==> config.mk <==
export PLATFORM = sky130hd
export DESIGN_NAME = address_delimiter_scanner_top_flat
export DESIGN_NICKNAME = d
export VERILOG_FILES = /design/src/hdl/adsc_pkg.sv /design/src/hdl/adsc_if.sv /design/src/hdl/address_delimiter_scanner_top.sv /design/src/hdl/adsc_front.sv /design/src/hdl/adsc_queue.sv /design/src/hdl/adsc_back.sv /design/src/flat_wrapper.sv
export SDC_FILE = /design/constraint.sdc
export NUM_CORES = 1
export LEC_CHECK = 0
export BUFFER_PORTS_ARGS = -buffer_cell sky130_fd_sc_hd__buf_2
export CORE_MARGIN = 5
export CORE_UTILIZATION = 44
export CTS_CLUSTER_DIAMETER = 40
export DETAILED_ROUTE_END_ITERATION = 8
export GPL_TIMING_DRIVEN = 0
export PLACE_DENSITY = 0.72
export SLEW_MARGIN = 10
export SYNTH_ARGS = -nofsm -noshare
export SYNTH_HDL_FRONTEND = slang
export SYNTH_SLANG_ARGS = --single-unit
export TNS_END_PERCENT = 30
==> constraint.sdc <==
create_clock -name clk -period 3.2 [get_ports clk]
set_input_delay 0.48 -clock clk [delete_from_list [all_inputs] [get_ports clk]]
set_output_delay 0.48 -clock clk [all_outputs]
set_load 0.005 [all_outputs]
==> src/hdl/adsc_pkg.sv <==
package adsc_pkg;

	// special characters of the address syntax
	localparam logic [7:0] CH_ESC    = 8'h5C;
	localparam logic [7:0] CH_QUOTE  = 8'h22;
	localparam logic [7:0] CH_LPAREN = 8'h28;
	localparam logic [7:0] CH_RPAREN = 8'h29;
	localparam logic [7:0] CH_LANGLE = 8'h3C;
	localparam logic [7:0] CH_RANGLE = 8'h3E;
	localparam logic [7:0] CH_COMMA  = 8'h2C;

	localparam int unsigned POS_W = 12;
	localparam logic [POS_W-1:0] POS_MAX = 12'hFFF;

	// result codes
	typedef enum logic [2:0] {
		ST_DELIM       = 3'd0,
		ST_END         = 3'd1,
		ST_QUOTE       = 3'd2,
		ST_OPEN_PAREN  = 3'd3,
		ST_CLOSE_PAREN = 3'd4,
		ST_OPEN_ANGLE  = 3'd5,
		ST_CLOSE_ANGLE = 3'd6,
		ST_OVERFLOW    = 3'd7
	} status_t;

	// character classes found by the front end
	typedef enum logic [2:0] {
		CLS_OTHER,
		CLS_ESC,
		CLS_QUOTE,
		CLS_LPAREN,
		CLS_RPAREN,
		CLS_LANGLE,
		CLS_RANGLE
	} char_cls_t;

	// one classified beat between front and back
	typedef struct packed {
		logic      eos;
		logic      is_delim;
		char_cls_t cls;
	} item_t;

	// back end activity, for checks at the top level
	typedef struct packed {
		logic pop;
		logic emit;
	} back_obs_t;

endpackage

==> src/hdl/adsc_if.sv <==
interface adsc_in_if;
	logic       valid;
	logic       ready;
	logic [7:0] char_byte;
	logic       end_of_string;

	modport source (output valid, char_byte, end_of_string, input ready);
	modport sink (input valid, char_byte, end_of_string, output ready);
endinterface

interface adsc_out_if;
	import adsc_pkg::*;
	logic       valid;
	logic       ready;
	logic [11:0] position;
	status_t    status;

	modport source (output valid, position, status, input ready);
	modport sink (input valid, position, status, output ready);
endinterface

interface adsc_cfg_if;
	logic       valid;
	logic       ready;
	logic [7:0] delimiter_char;

	modport source (output valid, delimiter_char, input ready);
	modport sink (input valid, delimiter_char, output ready);
endinterface

==> src/hdl/address_delimiter_scanner_top.sv <==
// path: front stage register, then queue entry, then result register
// throughput: one character per cycle, sustained while results are taken;
//   characters that give no result keep flowing while a result waits
// the front stage, a two-entry queue and the scan state update are registered
// reset: asynchronous, clears scan state and queue, delimiter returns to ','
module address_delimiter_scanner_top #(
	parameter int unsigned MAX_DEPTH = 255,
	parameter int unsigned MAX_LEN   = 4095
) (
	input logic         clk,
	input logic         arst_n,
	adsc_in_if.sink     chars,
	adsc_cfg_if.sink    cfg,
	adsc_out_if.source  results
);
	import adsc_pkg::*;

	logic      f_valid, f_ready;
	item_t     f_data;
	logic      b_valid, b_ready;
	item_t     b_data;
	back_obs_t obs;

	// classify and stage
	adsc_front u_front (
		.clk     (clk),
		.arst_n  (arst_n),
		.chars   (chars),
		.cfg     (cfg),
		.q_valid (f_valid),
		.q_ready (f_ready),
		.q_data  (f_data)
	);

	// decoupling queue
	adsc_queue u_queue (
		.clk      (clk),
		.arst_n   (arst_n),
		.wr_valid (f_valid),
		.wr_ready (f_ready),
		.wr_data  (f_data),
		.rd_valid (b_valid),
		.rd_ready (b_ready),
		.rd_data  (b_data)
	);

	// scan state and result register
	adsc_back #(
		.MAX_DEPTH (MAX_DEPTH),
		.MAX_LEN   (MAX_LEN)
	) u_back (
		.clk     (clk),
		.arst_n  (arst_n),
		.q_valid (b_valid),
		.q_ready (b_ready),
		.q_data  (b_data),
		.results (results),
		.obs     (obs)
	);

	// a new result never overwrites one that was not taken
	assert property (@(posedge clk) disable iff (!arst_n)
		obs.emit |-> (!results.valid || results.ready))
		else $error("result register overwritten");

	// the back end only consumes beats the queue holds
	assert property (@(posedge clk) disable iff (!arst_n)
		obs.pop |-> b_valid)
		else $error("pop from empty queue");

	// a full front stage with a full queue must stall the input
	assert property (@(posedge clk) disable iff (!arst_n)
		(f_valid && !f_ready) |-> !chars.ready)
		else $error("input taken while front stage blocked");

endmodule

==> src/hdl/adsc_front.sv <==
module adsc_front (
	input  logic            clk,
	input  logic            arst_n,
	adsc_in_if.sink         chars,
	adsc_cfg_if.sink        cfg,
	output logic            q_valid,
	input  logic            q_ready,
	output adsc_pkg::item_t q_data
);
	import adsc_pkg::*;

	logic [7:0] delim_q;
	logic       valid_s1;
	item_t      item_s1;
	item_t      item_d;
	logic       take;

	// delimiter register, always writable
	assign cfg.ready = 1'b1;

	always_ff @(posedge clk or negedge arst_n) begin
		if (!arst_n) begin
			delim_q <= CH_COMMA;
		end else if (cfg.valid) begin
			delim_q <= cfg.delimiter_char;
		end
	end

	// classify the incoming character
	always_comb begin
		item_d.eos      = chars.end_of_string;
		item_d.is_delim = (chars.char_byte == delim_q);
		unique case (chars.char_byte)
			CH_ESC:    item_d.cls = CLS_ESC;
			CH_QUOTE:  item_d.cls = CLS_QUOTE;
			CH_LPAREN: item_d.cls = CLS_LPAREN;
			CH_RPAREN: item_d.cls = CLS_RPAREN;
			CH_LANGLE: item_d.cls = CLS_LANGLE;
			CH_RANGLE: item_d.cls = CLS_RANGLE;
			default:   item_d.cls = CLS_OTHER;
		endcase
	end

	// stage register in front of the queue
	assign chars.ready = !valid_s1 || q_ready;
	assign take        = chars.valid && chars.ready;

	always_ff @(posedge clk or negedge arst_n) begin
		if (!arst_n) begin
			valid_s1 <= 1'b0;
		end else if (chars.ready) begin
			valid_s1 <= chars.valid;
		end
	end

	always_ff @(posedge clk) begin
		if (take) begin
			item_s1 <= item_d;
		end
	end

	assign q_valid = valid_s1;
	assign q_data  = item_s1;

endmodule

==> src/hdl/adsc_queue.sv <==
module adsc_queue (
	input  logic            clk,
	input  logic            arst_n,
	input  logic            wr_valid,
	output logic            wr_ready,
	input  adsc_pkg::item_t wr_data,
	output logic            rd_valid,
	input  logic            rd_ready,
	output adsc_pkg::item_t rd_data
);
	import adsc_pkg::*;

	item_t      ent_q [2];
	logic       wr_ptr_q;
	logic       rd_ptr_q;
	logic [1:0] cnt_q;
	logic       push;
	logic       pop;

	assign wr_ready = (cnt_q != 2'd2);
	assign rd_valid = (cnt_q != 2'd0);
	assign rd_data  = ent_q[rd_ptr_q];
	assign push     = wr_valid && wr_ready;
	assign pop      = rd_valid && rd_ready;

	// pointers and fill count
	always_ff @(posedge clk or negedge arst_n) begin
		if (!arst_n) begin
			wr_ptr_q <= 1'b0;
			rd_ptr_q <= 1'b0;
			cnt_q    <= 2'd0;
		end else begin
			if (push) wr_ptr_q <= !wr_ptr_q;
			if (pop) rd_ptr_q <= !rd_ptr_q;
			unique case ({push, pop})
				2'b10:   cnt_q <= cnt_q + 2'd1;
				2'b01:   cnt_q <= cnt_q - 2'd1;
				default: cnt_q <= cnt_q;
			endcase
		end
	end

	// entry storage
	always_ff @(posedge clk) begin
		if (push) begin
			ent_q[wr_ptr_q] <= wr_data;
		end
	end

endmodule

==> src/hdl/adsc_back.sv <==
module adsc_back #(
	parameter int unsigned MAX_DEPTH = 255,
	parameter int unsigned MAX_LEN   = 4095
) (
	input  logic              clk,
	input  logic              arst_n,
	input  logic              q_valid,
	output logic              q_ready,
	input  adsc_pkg::item_t   q_data,
	adsc_out_if.source        results,
	output adsc_pkg::back_obs_t obs
);
	import adsc_pkg::*;

	localparam int unsigned DW = $clog2(MAX_DEPTH + 1);
	localparam int unsigned IW = $clog2(MAX_LEN + 1);
	localparam int unsigned PW = (IW > POS_W) ? IW : POS_W;

	// scan state
	logic          esc_q, quote_q, done_q;
	logic [DW-1:0] cdep_q, bdep_q;
	logic [IW-1:0] idx_q;
	logic          esc_n, quote_n, done_n;
	logic [DW-1:0] cdep_n, bdep_n;
	logic [IW-1:0] idx_n;

	// output register
	logic             ov_q;
	logic [POS_W-1:0] pos_q;
	status_t          st_q;

	logic             emit;
	status_t          st_d;
	logic [PW-1:0]    idx_ext;
	logic [POS_W-1:0] pos_d;
	logic             pop;

	// saturated position of the current character
	assign idx_ext = PW'(idx_q);
	assign pos_d   = (idx_ext > PW'(POS_MAX)) ? POS_MAX : idx_ext[POS_W-1:0];

	// state update for one beat
	always_comb begin
		esc_n   = esc_q;
		quote_n = quote_q;
		cdep_n  = cdep_q;
		bdep_n  = bdep_q;
		idx_n   = idx_q;
		done_n  = done_q;
		emit    = 1'b0;
		st_d    = ST_DELIM;
		if (q_data.eos) begin
			if (!done_q) begin
				emit = 1'b1;
				priority if (quote_q)      st_d = ST_QUOTE;
				else if (cdep_q != '0)     st_d = ST_OPEN_PAREN;
				else if (bdep_q != '0)     st_d = ST_OPEN_ANGLE;
				else                       st_d = ST_END;
			end
			esc_n   = 1'b0;
			quote_n = 1'b0;
			cdep_n  = '0;
			bdep_n  = '0;
			idx_n   = '0;
			done_n  = 1'b0;
		end else if (!done_q) begin
			priority if (esc_q) begin
				esc_n = 1'b0;
			end else if (q_data.cls == CLS_ESC) begin
				esc_n = 1'b1;
			end else if (q_data.cls == CLS_QUOTE) begin
				quote_n = !quote_q;
			end else if (quote_q) begin
				quote_n = 1'b1;
			end else if (q_data.is_delim && cdep_q == '0 && bdep_q == '0) begin
				emit = 1'b1;
				st_d = ST_DELIM;
			end else if (q_data.cls == CLS_LPAREN) begin
				if (cdep_q >= DW'(MAX_DEPTH)) begin
					emit = 1'b1;
					st_d = ST_OVERFLOW;
				end else begin
					cdep_n = cdep_q + DW'(1);
				end
			end else if (q_data.cls == CLS_RPAREN) begin
				if (cdep_q == '0) begin
					emit = 1'b1;
					st_d = ST_CLOSE_PAREN;
				end else begin
					cdep_n = cdep_q - DW'(1);
				end
			end else if (cdep_q != '0) begin
				cdep_n = cdep_q;
			end else if (q_data.cls == CLS_LANGLE) begin
				if (bdep_q >= DW'(MAX_DEPTH)) begin
					emit = 1'b1;
					st_d = ST_OVERFLOW;
				end else begin
					bdep_n = bdep_q + DW'(1);
				end
			end else if (q_data.cls == CLS_RANGLE) begin
				if (bdep_q == '0) begin
					emit = 1'b1;
					st_d = ST_CLOSE_ANGLE;
				end else begin
					bdep_n = bdep_q - DW'(1);
				end
			end else begin
				bdep_n = bdep_q;
			end
			if (emit) done_n = 1'b1;
			if (idx_q < IW'(MAX_LEN)) idx_n = idx_q + IW'(1);
		end
	end

	// a beat with no result never waits on the output
	assign pop     = q_valid && (!emit || !ov_q || results.ready);
	assign q_ready = !emit || !ov_q || results.ready;

	always_ff @(posedge clk or negedge arst_n) begin
		if (!arst_n) begin
			esc_q   <= 1'b0;
			quote_q <= 1'b0;
			cdep_q  <= '0;
			bdep_q  <= '0;
			idx_q   <= '0;
			done_q  <= 1'b0;
		end else if (pop) begin
			esc_q   <= esc_n;
			quote_q <= quote_n;
			cdep_q  <= cdep_n;
			bdep_q  <= bdep_n;
			idx_q   <= idx_n;
			done_q  <= done_n;
		end
	end

	// result register
	always_ff @(posedge clk or negedge arst_n) begin
		if (!arst_n) begin
			ov_q <= 1'b0;
		end else if (pop && emit) begin
			ov_q <= 1'b1;
		end else if (results.ready) begin
			ov_q <= 1'b0;
		end
	end

	always_ff @(posedge clk) begin
		if (pop && emit) begin
			pos_q <= pos_d;
			st_q  <= st_d;
		end
	end

	assign results.valid    = ov_q;
	assign results.position = pos_q;
	assign results.status   = st_q;

	assign obs.pop  = pop;
	assign obs.emit = pop && emit;

endmodule

==> src/flat_wrapper.sv <==
// flat-port wrapper written by rule: the top's interface ports become plain ports
module address_delimiter_scanner_top_flat import adsc_pkg::*;
#(
	parameter int unsigned MAX_DEPTH = 255,
	parameter int unsigned MAX_LEN   = 4095
)
  (clk, arst_n, chars_valid, chars_char_byte, chars_end_of_string, chars_ready, cfg_valid, cfg_delimiter_char, cfg_ready, results_valid, results_position, results_status, results_ready);
  adsc_in_if chars_i ();
  adsc_cfg_if cfg_i ();
  adsc_out_if results_i ();
  input logic clk;
  input logic arst_n;
  input wire logic [$bits(chars_i.valid)-1:0] chars_valid;
  input wire logic [$bits(chars_i.char_byte)-1:0] chars_char_byte;
  input wire logic [$bits(chars_i.end_of_string)-1:0] chars_end_of_string;
  output wire logic [$bits(chars_i.ready)-1:0] chars_ready;
  input wire logic [$bits(cfg_i.valid)-1:0] cfg_valid;
  input wire logic [$bits(cfg_i.delimiter_char)-1:0] cfg_delimiter_char;
  output wire logic [$bits(cfg_i.ready)-1:0] cfg_ready;
  output wire logic [$bits(results_i.valid)-1:0] results_valid;
  output wire logic [$bits(results_i.position)-1:0] results_position;
  output wire logic [$bits(results_i.status)-1:0] results_status;
  input wire logic [$bits(results_i.ready)-1:0] results_ready;
  assign chars_i.valid = chars_valid;
  assign chars_i.char_byte = chars_char_byte;
  assign chars_i.end_of_string = chars_end_of_string;
  assign chars_ready = chars_i.ready;
  assign cfg_i.valid = cfg_valid;
  assign cfg_i.delimiter_char = cfg_delimiter_char;
  assign cfg_ready = cfg_i.ready;
  assign results_valid = results_i.valid;
  assign results_position = results_i.position;
  assign results_status = results_i.status;
  assign results_i.ready = results_ready;
  address_delimiter_scanner_top #(.MAX_DEPTH(MAX_DEPTH), .MAX_LEN(MAX_LEN)) u_core (.clk(clk), .arst_n(arst_n), .chars(chars_i), .cfg(cfg_i), .results(results_i));
endmodule
==> results of run 1 <==
report_power, final:
part / total [mW] / internal (mW) / switching (mW)
Clock: 0.799 / 0.443 / 0.356
Sequential: 1.60 / 1.38 / 0.222
Combinational: 2.41 / 1.01 / 1.39
synthesized netlist by cell type (3+ instances only):
master	count
nand2b_1	10
xnor2_1	18
and4_1	5
and2_1	6
nor3_1	14
or3_1	8
a31oi_1	5
o22a_1	4
mux2i_1	3
dfrtp_1	42
ha_1	14
or4_1	6
nor2b_1	6
mux2_2	10
xor2_1	7
clkbuf_1	23
dfstp_2	3
edfxtp_1	30
a21oi_1	17
nand4_1	6
nand2_1	24
o211ai_1	4
nand3_1	18
o21ai_0	18
nor2_1	24
o31ai_1	7
inv_1	13
o2bb2ai_1	11
nor4_1	7
worst max-delay path: stages (launching register included):
cell and delay, ns:
edfxtp_1 0.51, nor2b_1 0.20, a32o_1 0.24, a211o_1 0.34, a2111o_1 0.40, o211ai_1 0.24, nand2_1 0.25, inv_1 0.12
ha_1 0.26, nor2_1 0.14, xor2_1 0.15
final timing paths:
path	startpoint	end	slack, ns	cells after the start
setup / recovery	u_core.u_queue.ent_q[0][1]$_DFFE_PP_	u_core.u_queue.cnt_q[1]$_DFFE_PN0P_	0.28	10
hold / removal	chars_end_of_string	u_core.u_front.q_data[4]$_DFFE_PP_	0.32	1
setup reg to reg	u_core.u_queue.ent_q[0][1]$_DFFE_PP_	u_core.u_queue.cnt_q[1]$_DFFE_PN0P_	0.28	10
hold reg to reg	u_core.u_front.q_data[2]$_DFFE_PP_	u_core.u_queue.ent_q[0][2]$_DFFE_PP_	0.45	0
max in group asynchronous	arst_n	u_core.u_queue.rd_ptr_q$_DFFE_PN0P_	2.20	1
min in group asynchronous	arst_n	u_core.u_back.bdep_q[5]$_DFFE_PN0P_	0.33	1
layout by cell type (no fill, tap or decap), types with 9 or more instances in the layout:
cell type and count:
dfrtp_1 42, buf_2 37, edfxtp_1 30, nor2_1 24
nand2_1 24, clkbuf_1 24, o21ai_0 18, xnor2_1 18
nand3_1 18, a21oi_1 17, ha_1 14, inv_1 13
nor3_1 13, o2bb2ai_1 11, nand2b_1 10, mux2_2 10
clkbuf_8 9
kinds of logic (layout without fill, tap and decap cells):
| kind of cell | count (synthesis) | after routing |
|---|---|---|
| adders and majority gates | 16 | 16 |
| and+or+nand+nor | 145 | 145 |
| xor gates and xnor gates | 25 | 25 |
| other | 1 | 1 |
| AOI/OAI and AO/OA | 91 | 91 |
| buffers and inverters | 39 | 93 |
| muxes | 13 | 13 |
| DFF | 75 | 75 |
final cells by class:
| class | instances | area (sq um) | area share (%) |
|---|---|---|---|
| plain buffers | 26 | 104 | 2.16 |
| clock buffers | 10 | 128 | 2.66 |
| clock inverters | 6 | 88.8 | 1.85 |
| inverters | 13 | 48.8 | 1.02 |
| multi-input cells | 291 | 2030 | 42.2 |
| flip-flops and latches | 75 | 2030 | 42.3 |
| well taps | 129 | 161 | 3.36 |
| repair buffers | 38 | 210 | 4.38 |
state kept, by name, indices dropped and copies added, names as in the netlist:
| signal | count |
|---|---|
| u_core.u_queue.ent_q | 10 |
| u_core.u_front.delim_q | 8 |
| u_core.u_front.q_valid | 1 |
| u_core.u_queue.rd_ptr_q | 1 |
| u_core.u_back.bdep_q | 8 |
| u_core.u_back.idx_ext | 12 |
| u_core.u_back.results.status | 3 |
| u_core.u_back.esc_q | 1 |
| u_core.u_back.done_q | 1 |
| u_core.u_back.results.position | 12 |
| u_core.u_front.q_data | 5 |
| u_core.u_back.results.valid | 1 |
| u_core.u_queue.wr_ptr_q | 1 |
| u_core.u_back.quote_q | 1 |
| u_core.u_queue.cnt_q | 2 |
| u_core.u_back.cdep_q | 8 |
timing repair:
action	CTS	global route
resized for setup	2	1
pin swaps	1	0
setup endpoints to repair	26	18
setup buffers	2	1
per-layer routing:
metal | routed length (microns) | vias to the layer above | share of wire (%)
met5 | 0 | - | 0
met4 | 121 | 0 | 1.4
met3 | 417 | 12 | 4.8
met2 | 4200 | 88 | 49
met1 | 3870 | 1546 | 45
li1 | - | 1609 | -
per-stage QoR:
step,setup WS [ns],std cells
4_1_cts,0.0590,587
5_1_grt,0.0786,588
2_1_floorplan,0.106,405
3_5_place_dp,-0.813,569
3_3_place_gp,-0.734,569
6_report,0.282,588
==> qor.csv, run 1 <==
metric;value;unit
status;finished clean;
die_w;108;microns
synth_top_family_by_area;simple AND/OR/NAND/NOR gates;
core_area;9240;sq um
die_y;108;microns
rsz0062_at_grt;no;
total_power;4.81;mW
drv_cap;0;
relSlewSlack;28.7;%
synthXorXnorAreaFrac;5.23;%
skew;0.0151;ns
drive_gt1_share;16.3;%
synthToLayoutAreaGrowth;14.7;%
static-leakage-power;1.93;nW
synthTopCellsByArea;dfrtp_1, edfxtp_1, ha_1, xnor2_1, mux2_2;
io_pins;40;
postRouteAntennaNets;0;
synth_top_area_share;25.1;%
root_buffer;clkbuf_8;
drt_iter0_drc;165;
design_area;4800;sq um
drc;0;
fp.dieArea;11600;sq um
timing.final.crit_share;91.2;%
fmax;0.343;GHz
fillers;828;
setup_tns;0;ns
hold_class;input pin to register;
synth_edf_count;30;
holdWs;0.318;ns
worstSetupEndpointType;register;
synthAdderAreaFrac;5.14;%
synth_compound_area_share;15.1;%
crit_path_max_fanout;6;
final_nets;492;
synth_simple_gate_area_share;18.8;%
yosys_warnings;0;
setup_violations;0;
yosysTopAreaCell;dfrtp_1;
track_usage;15.7;%
synth-seq-cells;75;
use_met3;3.36;%
irDropWorstVdd;0.450;mV
mappedNetlistArea;4180;sq um
place_area;4530;sq um
cts_tree;built;
syn_nets;443;
synth_cells;405;
hold_buffers;0;
overflow;0;
clock_path_buffers;2;
clk_pin_slew;0.08;ns
port_buffers;35;
cts.sinks;75;
place.gp.congestion;0.890;
muxShareOfSynthArea;3.41;%
met1_usage;19.4;%
cts_made_buffers;9;
async_flop_share;60.0;%
grt_pass1_wl;14.7;mm
cp-start-kind;register;
htreeDepth;3;
antenna_found_initial;0;
synth_area_per_cell;10.3;sq um
drtPass1Iterations;4;
grt.busiest_layer;met2;
n_antenna_cell;0;
grt_max_degree;46;
arrival;3.18;ns
start_util;45.3;%
critPathKind;register to register;
use_met2;27.6;%
drv_slew;0;
post-route-min-period;2.92;ns
worstMarginPinSlew;1.07;ns
avgViaCountPerCell;5.54;
ys_types;60;
ys_seq_area_share;48.5;%
worstSkewPairLatency;0.34;ns
first_global_vias;3239;
powerDensity;1000;nW/um^2
post-dp-hpwl;6.32;mm
required;3.46;ns
wirelength;8.61;mm
dominantRegCellSynth;dfrtp_1;
hold_viol;0;
fp-row-count;35;
vias;3255;
wl_per_cell;14.6;microns
utilization;51.9;%
No activity file was read; power rests on OpenSTA's default activity.
==> run 2, diff against run 1 <==
PLACE_DENSITY = 0.69   (was 0.72)
SYNTH_HIERARCHICAL = 1   (was not set)
clock period = 2.74 ns   (was 3.2 ns; I/O delays follow)
==> run 2 against run 1 <==
The flow now finishes with violations (setup timing). Die area increased by 1.5%. Combinational power increased by 38%. Non-clock buffer count increased by 18. Wire length increased by 5.0%. Design area increased by 6.8%. Hold slack got worse by 0.081 ns. Sequential cell count unchanged. Sequential power increased by 15%. Global-route usage increased by 0.48 points. Maximum frequency decreased by 0.77%. Critical path type unchanged. Largest power group unchanged. Highest routed layer unchanged.
==> qor.csv, run 2 <==
metric;value;unit;change
start_util;45.6;%;+0.34 points
post-dp-hpwl;6.27;mm;-0.84%
clock_path_buffers;2;;unchanged
dr_wl_met2;4.48;mm;+6.6%
fp-row-count;35;;unchanged
die_y;108;microns;+0.77%
clk_pin_slew;0.09;ns;about the same
final_common_cell;dfrtp_1;;
root_buffer;clkbuf_8;;
skew;0.0136;ns;-0.00146 ns
static-leakage-power;2.04;nW;+6.0%
drc;0;;unchanged
yosys_warnings;6;;+6
dp_worst_setup_slack;-0.517;ns;+0.296 ns
powerDensity;1150;nW/um^2;+15%
worstSkewPairLatency;0.35;ns;about the same
core_area;9330;sq um;+0.95%
fp.dieArea;11700;sq um;+1.5%
die_w;108;microns;+0.77%
avgViaCountPerCell;5.56;;+0.45%
relSlewSlack;31.0;%;+2.3 points
top_layer;met4;;
drtPass1Iterations;4;;unchanged
fillers;825;;-0.36%
wl_met1;3.95;mm;+2.0%
post-route-min-period;2.94;ns;+0.0227 ns
drv_slew;0;;unchanged
grt_max_degree;46;;unchanged
vias;3353;;+3.0%
cts_made_buffers;9;;unchanged
grt_pass1_wl;15.1;mm;+2.4%
total_power;5.91;mW;+23%
fmax;0.340;GHz;-0.77%
rsz0062_at_grt;yes;;
dr_wl_met3;501;microns;+20%
htreeDepth;3;;unchanged
worstSetupEndpointType;register;;
final_cell_mix;dfrtp_1, buf_2, nand2_1;;
synth_area_per_cell;10.5;sq um;+1.5%
violations;setup timing;;
postRouteAntennaNets;0;;unchanged
final_nets;507;;+3.0%
worstMarginPinSlew;1.03;ns;-0.0349 ns
setup_violations;5;;+5
wl_per_cell;15.0;microns;+2.3%
hold_viol;0;;unchanged
critPathKind;register to register;;
antenna_found_initial;0;;unchanged
status;finished, violations left;;
drt_iter0_drc;117;;-29%
port_buffers;35;;unchanged
setup_tns;-0.421;ns;-0.421 ns
n_antenna_cell;0;;unchanged
overflow;0;;unchanged
track_usage;16.2;%;+0.48 points
drv_cap;0;;unchanged
irDropWorstVdd;0.412;mV;-8.4%
io_pins;40;;unchanged
place.gp.congestion;0.872;;-1.9%
required;3.04;ns;-0.42 ns
hold_class;input pin to asynchronous set/reset pin;;
synthToLayoutAreaGrowth;20.4;%;
mappedNetlistArea;4260;sq um;+1.7%
syn_nets;444;;+0.23%
cts.sinks;75;;unchanged
timing.final.crit_share;107;%;+16 points
crit_path_max_fanout;6;;unchanged
wirelength;9.03;mm;+5.0%
hold_buffers;0;;unchanged
synth_cells;406;;+0.25%
cts_tree;built;;
drive_gt1_share;28.9;%;+13 points
cp-start-kind;register;;
first_global_vias;3209;;-0.93%
finalWorstSetupSlack;-0.200;ns;-0.483 ns
arrival;3.24;ns;+0.06 ns
-- run 2: worst max-delay path: stages, from the launching register on --
cell,delay (ns)
dfrtp_1,0.38
buf_6,0.13
mux2_4,0.33
inv_4,0.07
nand3_4,0.15
ha_4,0.29
and3_4,0.17
a221o_1,0.35
o41ai_2,0.28
xnor2_1,0.16
nand2_1,0.10
or4_1,0.40
nand3_1,0.09
-- run 2: per-stage QoR --
| stage | cells | hold WS, ns | area [sq um] | utilization (%) |
|---|---|---|---|---|
| 6_report | 603 | 0.237 | 5120 | 54.9 |
| 5_1_grt | 603 | 0.216 | 5120 | 54.9 |
| 4_1_cts | 591 | 0.216 | 4930 | 52.9 |
| 3_5_place_dp | 570 | 0.432 | 4640 | 49.7 |
| 3_3_place_gp | 570 | 0.425 | 4640 | 49.7 |
| 2_1_floorplan | 406 | 0.115 | 4300 | - |
-- run 2: worst paths after layout --
| check | to | slack [ns] | from | cells after the start |
|---|---|---|---|---|
| max | u_core/u_back/cdep_q[7]$_DFFE_PN0P_ | -0.20 | u_core/u_queue/rd_ptr_q$_DFFE_PN0P_ | 12 |
| min in group clk | u_core/u_front/q_data[4]$_DFFE_PP_ | 0.24 | chars_end_of_string | 1 |
| min reg2reg | u_core/u_queue/ent_q[0][4]$_DFFE_PP_ | 0.45 | u_core/u_front/q_data[4]$_DFFE_PP_ | 0 |
| max reg2reg | u_core/u_back/cdep_q[7]$_DFFE_PN0P_ | -0.20 | u_core/u_queue/rd_ptr_q$_DFFE_PN0P_ | 12 |
| min | u_core/u_back/cdep_q[2]$_DFFE_PN0P_ | 0.24 | arst_n | 1 |
| max in group asynchronous | u_core/u_back/idx_ext[0]$_DFFE_PN0P_ | 1.86 | arst_n | 1 |
-- run 2: final cells by class --
class / instances / area, sq um / area share (%)
plain buffers: 28 / 150 / 2.93
clock buffers: 10 / 128 / 2.49
clock inverters: 6 / 41.3 / 0.806
inverters: 8 / 32.5 / 0.635
multi-input cells: 293 / 2250 / 43.8
flip-flops and latches: 75 / 2030 / 39.6
well taps: 129 / 161 / 3.15
repair buffers: 54 / 334 / 6.52
-- run 2: repair_timing --
action	in CTS	in global routing
setup buffers	7	12
resized for setup	16	25
setup endpoints to repair	47	28
pin swaps	5	15
-- run 2: where the power goes --
group	total (mW)	internal [mW]	switching (mW)
clock network	0.745	0.328	0.417
logic	3.33	1.56	1.77
registers	1.84	1.58	0.255
-- run 2: per-layer routing --
| metal | vias up | track usage [%] |
|---|---|---|
| met1 | 1638 | 19.8 |
| li1 | 1614 | - |
| met3 | 12 | 4.00 |
| met2 | 89 | 28.2 |
| met4 | 0 | 4.96 |
| met5 | - | 0 |
==> run 3, diff against run 2 <==
SYNTH_HIERARCHICAL = not set   (was 1)
clock period = 3.63 ns   (was 2.74 ns; I/O delays follow)
==> run 3 against run 2 <==
The run now ends clean. Largest power group unchanged. Critical endpoint is now u_core.u_back.results.position[1]$_SDFFCE_PN1P_. Design area is 7.4% lower. Cell count decreased by 2.8%. Die area shrank 1.5%. Clock-buffer cell count did not move. Wire length is 4.0% lower. Largest cell class is now flip-flops and latches. Critical path depth decreased by 4. Non-clock buffer count decreased by 20. Hold slack improved by 0.13 ns. Total power shrank 30%. Via count shrank 3.0%. Combinational power shrank 37%.
==> qor.csv, run 3 (synthesis gave the netlist of run 1 again) <==
metric;value;unit;change
synthToLayoutAreaGrowth;13.4;%;
place_area;4540;sq um;-2.1%
clock_power_share;15.5;%;+2.9 points
arrival;3.31;ns;+0.07 ns
io_pins;40;;unchanged
final_cell_mix;dfrtp_1, buf_2, edfxtp_1;;
rsz0062_at_grt;no;;
finalWorstSetupSlack;0.386;ns;+0.586 ns
cts.sinks;75;;unchanged
die_w;108;microns;-0.76%
wl_per_cell;14.8;microns;-1.2%
irDropWorstVdd;0.259;mV;-37%
cts_made_buffers;9;;unchanged
core_area;9240;sq um;-0.94%
r2r_start;u_core.u_queue.rd_ptr_q$_DFFE_PN0P_;;
drv_slew;0;;unchanged
start_util;45.3;%;-0.34 points
worstSetupEndpointType;register;;
timing.final.crit_share;89.4;%;-18 points
drv_cap;0;;unchanged
relSlewSlack;30.3;%;-0.79 points
hold_buffers;0;;unchanged
cts_tree;built;;
place.gp.congestion;0.919;;+5.4%
worstMarginPinSlew;1.05;ns;+0.0118 ns
critPathKind;register to register;;
drt_iter0_drc;189;;+62%
skew;0.00926;ns;-0.00435 ns
fp.dieArea;11600;sq um;-1.5%
final_nets;490;;-3.4%
vias;3254;;-3.0%
utilization;51.3;%;-3.6 points
required;3.70;ns;+0.66 ns
port_buffers;35;;unchanged
pwr-share-comb;50.4;%;-5.9 points
htreeDepth;3;;unchanged
fmax;0.308;GHz;-9.4%
post-dp-hpwl;6.32;mm;+0.83%
worstSkewPairLatency;0.35;ns;about the same
crit_path_max_fanout;10;;+4
use_met3;3.30;%;-0.70 points
overflow;0;;unchanged
post-route-min-period;3.24;ns;+0.304 ns
switching_power;1.73;mW;-29%
static-leakage-power;1.89;nW;-7.5%
wirelength;8.67;mm;-4.0%
grt.busiest_layer;met2;;
hold_class;input pin to asynchronous set/reset pin;;
status;finished clean;;
cp-start-kind;register;;
grt_max_degree;46;;unchanged
use_met2;25.8;%;-2.4 points
root_buffer;clkbuf_8;;
grt_pass1_wl;14.8;mm;-2.1%
setup_violations;0;;-5
avgViaCountPerCell;5.55;;-0.14%
final_common_cell;dfrtp_1;;
antenna_found_initial;0;;unchanged
postRouteAntennaNets;0;;unchanged
track_usage;15.8;%;-0.35 points
drc;0;;unchanged
first_global_vias;3216;;+0.22%
met1_usage;20.8;%;+1.0 points
fp-row-count;35;;unchanged
holdWs;0.367;ns;+0.130 ns
powerDensity;873;nW/um^2;-24%
die_y;108;microns;-0.76%
clock_path_buffers;2;;unchanged
design_area;4740;sq um;-7.4%
r2r_cells;8;;-4
p_int;2.41;mW;-31%
drive_gt1_share;16.0;%;-13 points
sw_frac_of_total;41.8;%;+0.51 points
clk_pin_slew;0.08;ns;about the same
r2r_setup_slack;0.39;ns;+0.59 ns
drtPass1Iterations;5;;+1
dp_worst_setup_slack;-0.0923;ns;+0.424 ns
reg2reg_to;u_core.u_back.results.position[1]$_SDFFCE_PN1P_;;
hold_viol;0;;unchanged
p_seq_share;34.1;%;+3.0 points
n_antenna_cell;0;;unchanged
## run 3: cell count changes in the layout (fill, tap and decap cells not counted), sizes merged, moves of 4 or more
cell and delta:
buf -24, nand2 -11, o2bb2ai +11, nand3 +8, and3 -7, o31ai -7
a21o -5, inv +5, mux2 -5, clkbuf +4, o22a +4
## run 3: stage by stage
| step | cells | setup TNS [ns] | power [mW] |
|---|---|---|---|
| 5_1_grt | 586 | 0 | 4.51 |
| 2_1_floorplan | 405 | 0 | 2.94 |
| 6_report | 586 | 0 | 4.14 |
| 3_5_place_dp | 570 | -0.826 | 3.50 |
| 3_3_place_gp | 569 | -13.61 | 3.40 |
| 4_1_cts | 586 | 0 | 4.16 |
## run 3: layout make-up
cell class | instances | area (sq um)
inverter | 13 | 48.8
clock inverter | 6 | 66.3
buffer | 26 | 104
tap | 129 | 161
clock buffer | 10 | 128
sequential | 75 | 2030
fill | 873 | 4500
multi-input combinational | 291 | 2020
timing repair buffer | 36 | 186
## run 3: timing repair
action | 4_1_cts | 5_1_grt
setup buffers | 0 | 0
setup endpoints to repair | 9 | 9
pin swaps | 0 | 0
resized for setup | 1 | 1
## run 3: worst max-delay path by stage
| stage | start | end | slack [ns] | cells past startpoint |
|---|---|---|---|---|
| 2_1_floorplan | u_core.u_queue.ent_q[1][1]$_DFFE_PP_ | u_core.u_back.results.position[0]$_SDFFCE_PN1P_ | 0.08 | 7 |
| 3_3_place_gp | u_core.u_queue.ent_q[1][1]$_DFFE_PP_ | u_core.u_back.results.position[0]$_SDFFCE_PN1P_ | -0.91 | 7 |
| 3_5_place_dp | u_core.u_queue.ent_q[1][1]$_DFFE_PP_ | u_core.u_back.results.position[1]$_SDFFCE_PN1P_ | -0.09 | 8 |
| 4_1_cts | u_core.u_queue.ent_q[1][1]$_DFFE_PP_ | u_core.u_back.results.position[5]$_SDFFCE_PN1P_ | 0.23 | 8 |
| 5_1_grt | u_core.u_queue.ent_q[1][1]$_DFFE_PP_ | u_core.u_back.results.position[1]$_SDFFCE_PN1P_ | 0.12 | 8 |
| 6_report | u_core.u_queue.rd_ptr_q$_DFFE_PN0P_ | u_core.u_back.results.position[1]$_SDFFCE_PN1P_ | 0.39 | 8 |
## run 3: metal layers
layer / up-vias / part of all wire [%] / wire length (microns)
li1: 1607 / - / -
met1: 1545 / 45 / 3910
met2: 90 / 48 / 4170
met3: 12 / 5.4 / 467
met4: 0 / 1.4 / 124
met5: - / 0 / 0
## run 3: critical path, cell delays in order (launching register included)
cell and delay [ns]:
dfrtp_1 0.45, and4b_1 0.24, a31oi_2 0.51, nor3_1 0.24, a2111o_1 0.42, o211ai_1 0.26, nand2_1 0.26, nor3_4 0.37
buf_6 0.21
## run 3: power by group through the flow
stage | logic [mW] | registers (mW) | clock network, mW
floorplan | 1.54 | 1.40 | 0
global placement | 1.98 | 1.42 | 0
detailed placement | 2.07 | 1.43 | 0
CTS | 2.08 | 1.41 | 0.664
global route | 2.35 | 1.45 | 0.706
finish | 2.09 | 1.41 | 0.642
